$ cat config.mk
export PLATFORM = sky130hd
export DESIGN_NAME = tim_image_header_parser_unit
export DESIGN_NICKNAME = d
export VERILOG_FILES = /design/src/rtl/timhp_pkg.sv /design/src/rtl/timhp_in_reg.sv /design/src/rtl/timhp_parser.sv /design/src/rtl/timhp_out_reg.sv /design/src/rtl/tim_image_header_parser_unit.sv
export SDC_FILE = /design/constraint.sdc
export NUM_CORES = 1
export LEC_CHECK = 0
export ABC_AREA = 1
export BUFFER_PORTS_ARGS = -buffer_cell sky130_fd_sc_hd__buf_2
export CAP_MARGIN = 15
export CORE_ASPECT_RATIO = 1.75
export CORE_MARGIN = 2
export CORE_UTILIZATION = 54
export CTS_CLUSTER_DIAMETER = 60
export DETAILED_ROUTE_END_ITERATION = 6
export PLACE_DENSITY = 0.81
export SYNTH_ARGS = -nofsm -noshare
export SYNTH_HDL_FRONTEND = slang
export SYNTH_SLANG_ARGS = --single-unit
$ cat constraint.sdc
create_clock -name clk -period 6.3 [get_ports clk]
set_clock_uncertainty 0.05 [all_clocks]
set_input_delay 0.945 -clock clk [delete_from_list [all_inputs] [get_ports clk]]
set_output_delay 0.945 -clock clk [all_outputs]
set_load 0.01 [all_outputs]
$ cat src/rtl/timhp_pkg.sv
// Shared types, constants and helpers for the TIM image header parser.
// Depends on nothing; every other file of the block imports it.
package timhp_pkg;

  localparam int unsigned WordW  = 32;
  localparam int unsigned CountW = 30;
  localparam int unsigned CoordW = 16;

  localparam logic [WordW-1:0]  TimMagic      = 32'h0000_0010;
  localparam int unsigned       ClutBit       = 3;
  localparam logic [CountW-1:0] BlockHdrWords = 30'd3;
  localparam logic [WordW-1:0]  HeaderWords   = 32'd2;

  typedef enum logic [3:0] {
    PH_MAGIC = 4'd0,
    PH_FLAGS = 4'd1,
    PH_CLEN  = 4'd2,
    PH_CXY   = 4'd3,
    PH_CWH   = 4'd4,
    PH_CSKIP = 4'd5,
    PH_PLEN  = 4'd6,
    PH_PXY   = 4'd7,
    PH_PWH   = 4'd8,
    PH_PSKIP = 4'd9
  } phase_t;

  typedef struct packed {
    logic                     status;
    logic [WordW-1:0]         flags;
    logic                     has_clut;
    logic signed [CoordW-1:0] clut_x;
    logic signed [CoordW-1:0] clut_y;
    logic signed [CoordW-1:0] clut_w;
    logic signed [CoordW-1:0] clut_h;
    logic signed [CoordW-1:0] pix_x;
    logic signed [CoordW-1:0] pix_y;
    logic signed [CoordW-1:0] pix_w;
    logic signed [CoordW-1:0] pix_h;
    logic [WordW-1:0]         total_words;
  } result_t;

  // Words of block data after the length word and the two rectangle words.
  function automatic logic [CountW-1:0] data_words(input logic [CountW-1:0] block_words);
    return (block_words > BlockHdrWords) ? (block_words - BlockHdrWords) : '0;
  endfunction

endpackage

$ cat src/rtl/timhp_in_reg.sv
// Input register of the TIM header parser: holds one stream word and its restart flag.
// Depends on timhp_pkg for the word width.
module timhp_in_reg (
  input  logic                       clk,
  input  logic                       rst,
  input  logic                       in_valid,
  output logic                       in_stall,
  input  logic [timhp_pkg::WordW-1:0] word,
  input  logic                       restart,
  output logic                       item_valid,
  output logic [timhp_pkg::WordW-1:0] item_word,
  output logic                       item_restart,
  input  logic                       take
);
  import timhp_pkg::*;

  assign in_stall = item_valid && !take;

  always_ff @(posedge clk) begin
    if (rst) begin
      item_valid <= 1'b0;
    end else if (!in_stall) begin
      item_valid <= in_valid;
    end
  end

  always_ff @(posedge clk) begin
    if (in_valid && !in_stall) begin
      item_word    <= word;
      item_restart <= restart;
    end
  end

endmodule

$ cat src/rtl/timhp_parser.sv
// Header parse state machine: walks the phases of a TIM image one word at a time.
// Depends on timhp_pkg for the phase type, result record and block helpers.
module timhp_parser (
  input  logic                        clk,
  input  logic                        rst,
  input  logic                        item_valid,
  input  logic [timhp_pkg::WordW-1:0] item_word,
  input  logic                        item_restart,
  output logic                        take,
  input  logic                        out_free,
  output logic                        res_valid,
  output timhp_pkg::result_t          res
);
  import timhp_pkg::*;

  phase_t              phase, phase_next, ph;
  logic [CountW-1:0]   skip_count, skip_count_next;
  logic [WordW-1:0]    held_flags, held_flags_next;
  logic [CountW-1:0]   clut_words, clut_words_next;
  logic [2*WordW-1:0]  held_clut_rect, held_clut_rect_next;
  logic [CountW-1:0]   pixel_words, pixel_words_next;
  logic [WordW-1:0]    held_pix_xy, held_pix_xy_next;
  logic [CountW-1:0]   skip_dec;
  logic                res_hit;

  assign ph       = item_restart ? PH_MAGIC : phase;
  assign skip_dec = skip_count - 1'b1;

  always_comb begin
    phase_next          = ph;
    skip_count_next     = skip_count;
    held_flags_next     = held_flags;
    clut_words_next     = clut_words;
    held_clut_rect_next = held_clut_rect;
    pixel_words_next    = pixel_words;
    held_pix_xy_next    = held_pix_xy;
    unique case (ph)
      PH_FLAGS: begin
        held_flags_next     = item_word;
        clut_words_next     = '0;
        held_clut_rect_next = '0;
        phase_next          = item_word[ClutBit] ? PH_CLEN : PH_PLEN;
      end
      PH_CLEN: begin
        clut_words_next = item_word[WordW-1:2];
        phase_next      = PH_CXY;
      end
      PH_CXY: begin
        held_clut_rect_next = {{WordW{1'b0}}, item_word};
        phase_next          = PH_CWH;
      end
      PH_CWH: begin
        held_clut_rect_next = {item_word, held_clut_rect[WordW-1:0]};
        skip_count_next     = data_words(clut_words);
        phase_next          = (data_words(clut_words) != '0) ? PH_CSKIP : PH_PLEN;
      end
      PH_CSKIP: begin
        skip_count_next = skip_dec;
        if (skip_dec == '0) begin
          phase_next = PH_PLEN;
        end
      end
      PH_PLEN: begin
        pixel_words_next = item_word[WordW-1:2];
        phase_next       = PH_PXY;
      end
      PH_PXY: begin
        held_pix_xy_next = item_word;
        phase_next       = PH_PWH;
      end
      PH_PWH: begin
        skip_count_next = data_words(pixel_words);
        phase_next      = (data_words(pixel_words) != '0) ? PH_PSKIP : PH_MAGIC;
      end
      PH_PSKIP: begin
        skip_count_next = skip_dec;
        if (skip_dec == '0) begin
          phase_next = PH_MAGIC;
        end
      end
      default: begin
        phase_next = (item_word == TimMagic) ? PH_FLAGS : PH_MAGIC;
      end
    endcase
  end

  always_comb begin
    res     = '0;
    res_hit = 1'b0;
    unique case (ph) inside
      PH_FLAGS, PH_CLEN, PH_CXY, PH_CWH, PH_CSKIP, PH_PLEN, PH_PXY, PH_PSKIP: begin
        res_hit = 1'b0;
      end
      PH_PWH: begin
        res_hit          = 1'b1;
        res.flags        = held_flags;
        res.has_clut     = held_flags[ClutBit];
        res.clut_x       = $signed(held_clut_rect[15:0]);
        res.clut_y       = $signed(held_clut_rect[31:16]);
        res.clut_w       = $signed(held_clut_rect[47:32]);
        res.clut_h       = $signed(held_clut_rect[63:48]);
        res.pix_x        = $signed(held_pix_xy[15:0]);
        res.pix_y        = $signed(held_pix_xy[31:16]);
        res.pix_w        = $signed(item_word[15:0]);
        res.pix_h        = $signed(item_word[31:16]);
        res.total_words  = {2'b00, clut_words} + {2'b00, pixel_words} + HeaderWords;
      end
      default: begin
        res_hit    = (item_word != TimMagic);
        res.status = 1'b1;
      end
    endcase
  end

  assign take      = item_valid && (!res_hit || out_free);
  assign res_valid = take && res_hit;

  always_ff @(posedge clk) begin
    if (rst) begin
      phase          <= PH_MAGIC;
      skip_count     <= '0;
      held_flags     <= '0;
      clut_words     <= '0;
      held_clut_rect <= '0;
      pixel_words    <= '0;
      held_pix_xy    <= '0;
    end else if (take) begin
      phase          <= phase_next;
      skip_count     <= skip_count_next;
      held_flags     <= held_flags_next;
      clut_words     <= clut_words_next;
      held_clut_rect <= held_clut_rect_next;
      pixel_words    <= pixel_words_next;
      held_pix_xy    <= held_pix_xy_next;
    end
  end

endmodule

$ cat src/rtl/timhp_out_reg.sv
// Result register of the TIM header parser: holds one header or error record.
// Depends on timhp_pkg for the result record type.
module timhp_out_reg (
  input  logic               clk,
  input  logic               rst,
  input  logic               res_valid,
  input  timhp_pkg::result_t res,
  output logic               out_free,
  output logic               out_valid,
  input  logic               out_stall,
  output timhp_pkg::result_t out_res
);
  import timhp_pkg::*;

  assign out_free = !out_valid || !out_stall;

  always_ff @(posedge clk) begin
    if (rst) begin
      out_valid <= 1'b0;
    end else if (out_free) begin
      out_valid <= res_valid;
    end
  end

  always_ff @(posedge clk) begin
    if (res_valid && out_free) begin
      out_res <= res;
    end
  end

endmodule

$ cat src/rtl/tim_image_header_parser_unit.sv
// Top level of the TIM image header parser.
// A word that completes a header or fails the magic check has its record on the outputs
// once it has passed the input register and then the result register; out_stall can hold it.
// Throughput: one stream word per cycle unless a record waits on out_stall.
// Reset: rst is synchronous; the parser waits for a magic word and both registers empty.
// Depends on timhp_pkg, timhp_in_reg, timhp_parser and timhp_out_reg.
module tim_image_header_parser_unit (
  input  logic                                clk,
  input  logic                                rst,
  input  logic                                in_valid,
  output logic                                in_stall,
  input  logic [timhp_pkg::WordW-1:0]         word,
  input  logic                                restart,
  output logic                                out_valid,
  input  logic                                out_stall,
  output logic                                status,
  output logic [timhp_pkg::WordW-1:0]         flags,
  output logic                                has_clut,
  output logic signed [timhp_pkg::CoordW-1:0] clut_x,
  output logic signed [timhp_pkg::CoordW-1:0] clut_y,
  output logic signed [timhp_pkg::CoordW-1:0] clut_w,
  output logic signed [timhp_pkg::CoordW-1:0] clut_h,
  output logic signed [timhp_pkg::CoordW-1:0] pix_x,
  output logic signed [timhp_pkg::CoordW-1:0] pix_y,
  output logic signed [timhp_pkg::CoordW-1:0] pix_w,
  output logic signed [timhp_pkg::CoordW-1:0] pix_h,
  output logic [timhp_pkg::WordW-1:0]         total_words
);
  import timhp_pkg::*;

  logic             item_valid;
  logic [WordW-1:0] item_word;
  logic             item_restart;
  logic             take;
  logic             out_free;
  logic             res_valid;
  result_t          res;
  result_t          out_res;

  timhp_in_reg u_in_reg (
    .clk          (clk),
    .rst          (rst),
    .in_valid     (in_valid),
    .in_stall     (in_stall),
    .word         (word),
    .restart      (restart),
    .item_valid   (item_valid),
    .item_word    (item_word),
    .item_restart (item_restart),
    .take         (take)
  );

  timhp_parser u_parser (
    .clk          (clk),
    .rst          (rst),
    .item_valid   (item_valid),
    .item_word    (item_word),
    .item_restart (item_restart),
    .take         (take),
    .out_free     (out_free),
    .res_valid    (res_valid),
    .res          (res)
  );

  timhp_out_reg u_out_reg (
    .clk       (clk),
    .rst       (rst),
    .res_valid (res_valid),
    .res       (res),
    .out_free  (out_free),
    .out_valid (out_valid),
    .out_stall (out_stall),
    .out_res   (out_res)
  );

  assign status      = out_res.status;
  assign flags       = out_res.flags;
  assign has_clut    = out_res.has_clut;
  assign clut_x      = out_res.clut_x;
  assign clut_y      = out_res.clut_y;
  assign clut_w      = out_res.clut_w;
  assign clut_h      = out_res.clut_h;
  assign pix_x       = out_res.pix_x;
  assign pix_y       = out_res.pix_y;
  assign pix_w       = out_res.pix_w;
  assign pix_h       = out_res.pix_h;
  assign total_words = out_res.total_words;

endmodule
==> out/metrics.cfg <==
[timing]
setup_slack_ns=2.38
tightestPinTransition_ns=1.10
setup_tns_ns=0
relSlewSlack=0.264
hold_violations=0
rsz0062_at_grt=false
max_freq_mhz=255
holdWs_ns=0.403
setup_violations=0
slew_viol_final=0
min_period_over_period=0.622
period_minus_slack_ns=3.92

[clock_tree]
cts_buffers=43
cts_max_path_buffers=3
cts_repair_resize_count=0
cts_tree=yes
hold_buffers=0
clkSlewWorstSetupHoldPaths_ns=0.07
clk_latency_ns=0.58
htree_levels=2
clock_sinks=450
post_cts_buffers=0
root_buffer=clkbuf_16

[hold_path]
hold_path.class=reg2reg

[routing]
vias=21300
vias_per_cell=5.67
dr.pass1.iters=6
ant_nets=0
drt-initial-drc-count=1655
drc=0
wl_um=82000
wl_per_cell_um=21.8

[setup_path]
cp_data_required_time_ns=6.48
worstPathArrival_ns=4.10
cp-startpoint=u_parser.phase[1]
endpoint=u_out_reg.out_res[67]
path_class=reg2reg
cp-start-kind=register
crit_fanout=97
r2r-end=u_out_reg.out_res[67]
ff2ff_setup_slack_ns=2.38
r2r-start=u_parser.phase[1]
r2r_cells=11
endpoint_kind=register

[yosys]
synth_top_flop_cell=edfxtp_1
syn_area_per_cell_um2=7.64
syn_area_um2=22900
synth-edff-count=226
synth_nets=3064
yosys_warnings=0
async_flop_share=0
synth_cells=2991
synth-seq-cells=450
yosysUniqueCellTypes=54
ys_seq_area_frac=0.493

[floorplanning]
design.core.area_um2=41700
fp.dieH_um=276
ios=233
initial_core_util=0.548
dieArea_um2=44100
die_w_um=160
row_count=99

[grt]
antenna_found_initial=0
track_usage=0.366
grt_start_max_net_pins=107
grt_pass1_wl_um=123000
overflow=0
grt_pass1_vias=21300

[status]
status=finished, final reports clean

[power]
ir_worst_vdd_mv=0.312
pwr_density_cell_nw_per_um2=234
power_uw=6020
p_leak_uw=0.0102

[cells_and_area]
n_antenna_cell=0
nets=3243
syn_to_final_growth_pct=12.4
fin_area_um2=25700
drive_gt1_frac=0.119

[place]
port_buffers=232
place.gp.congestion=1.10
dp_hpwl_um=61900
dp_slack_ns=2.45
place_area_um2=24300

[flow_run]
maxCapViolations=0

[metal layers]
metal / global-route usage / vias to the layer above / routed length (um) / share of wire
met5: 0 / - / 0 / 0
met4: 0.291 / 0 / 7550 / 0.092
met3: 0.0533 / 293 / 4680 / 0.057
met2: 0.665 / 921 / 42200 / 0.51
met1: 0.370 / 9979 / 27600 / 0.34
li1: - / 10100 / - / -
[final cells by class]
| cell class | count | area [um^2] |
|---|---|---|
| clock inverter | 22 | 216 |
| inverter | 401 | 1520 |
| sequential | 450 | 11300 |
| fill | 3676 | 16000 |
| timing repair buffer | 246 | 1280 |
| multi-input combinational | 2028 | 9560 |
| tap | 555 | 694 |
| clock buffer | 57 | 1160 |
[synth_stat cells, types with 21 or more instances]
library cell,instances,area (um^2)
xor2_1,21,184
nor2_1,474,1780
a21oi_1,284,1420
nand4_1,61,382
clkbuf_1,60,225
o21ai_0,152,761
dfxtp_1,224,4480
edfxtp_1,226,6790
inv_1,390,1460
buf_2,35,175
o21ai_1,26,130
ha_1,35,438
nand2_1,651,2440
nand3_1,178,891
[worst max-delay path: stages, from the launching register on]
cell and delay (ns):
dfxtp_1 0.61, nand2_1 0.19, nand2_2 0.14, nor2_2 0.10, inv_6 0.53, a21oi_2 0.15, nand2_2 0.15, nand2_8 0.11
inv_6 0.13, nand2_1 0.12, clkinv_4 0.67, buf_4 0.51
[through the flow]
stage	std cells	utilization
floorplan	2991	-
finish	3759	0.616
detailed placement	3680	0.583
global placement	3680	0.583
CTS	3759	0.616
global route	3759	0.616
[power by group]
part	internal (uW)	switching (uW)	total, uW
logic	64.6	152	217
registers	3150	65.3	3210
clock network	1410	1190	2590
[registers in the layout, summed over array words and instances (netlist names)]
signal                   flops
u_in_reg.item_restart        1
u_in_reg.item_valid          1
u_in_reg.item_word          32
u_out_reg.out_res          193
u_out_reg.out_valid          1
u_parser.clut_words         30
u_parser.held_clut_rect     64
u_parser.held_flags         32
u_parser.held_pix_xy        32
u_parser.phase               4
u_parser.pixel_words        30
u_parser.skip_count         30
[cells by family (layout without fill, tap and decap cells)]
group           after synthesis  in the layout  share of synthesized area
fa+ha+maj                    36             36                     0.0200
flops                       450            450                      0.493
xor+xnor                     30             30                     0.0122
simple gates               1451           1451                      0.269
buf+inv                     513            726                     0.0888
compound gates              511            511                      0.117
[layout by cell type, fill, tap and decap left out, drive strengths merged, types with 3 or more instances in the layout]
cell and count:
xnor2 8, clkinv 12, nand2 665, nand3b 8
a221oi 7, o21bai 4, nor4 8, o21a 3
o22ai 6, nor2 501, a31oi 16, nand3 185
dfxtp 224, nand4 63, buf 246, xor2 22
o21ai 179, inv 408, clkbuf 57, nor3 18
ha 35, edfxtp 226, a21oi 287
[worst min-delay path by stage]
stage	start	end	slack (ns)	depth (start not counted)
after floorplan	u_parser.held_flags[31]	u_parser.held_flags[31]	0.38	2
after global placement	u_parser.held_flags[3]	u_parser.held_flags[3]	0.39	2
after detailed placement	u_parser.held_pix_xy[30]	u_parser.held_pix_xy[30]	0.40	2
after CTS	u_parser.held_pix_xy[30]	u_parser.held_pix_xy[30]	0.41	2
after global routing	u_parser.held_flags[9]	u_parser.held_flags[9]	0.42	2
final	u_parser.held_pix_xy[30]	u_parser.held_pix_xy[30]	0.40	2
Note: power is estimated with default switching activity, not from simulation.
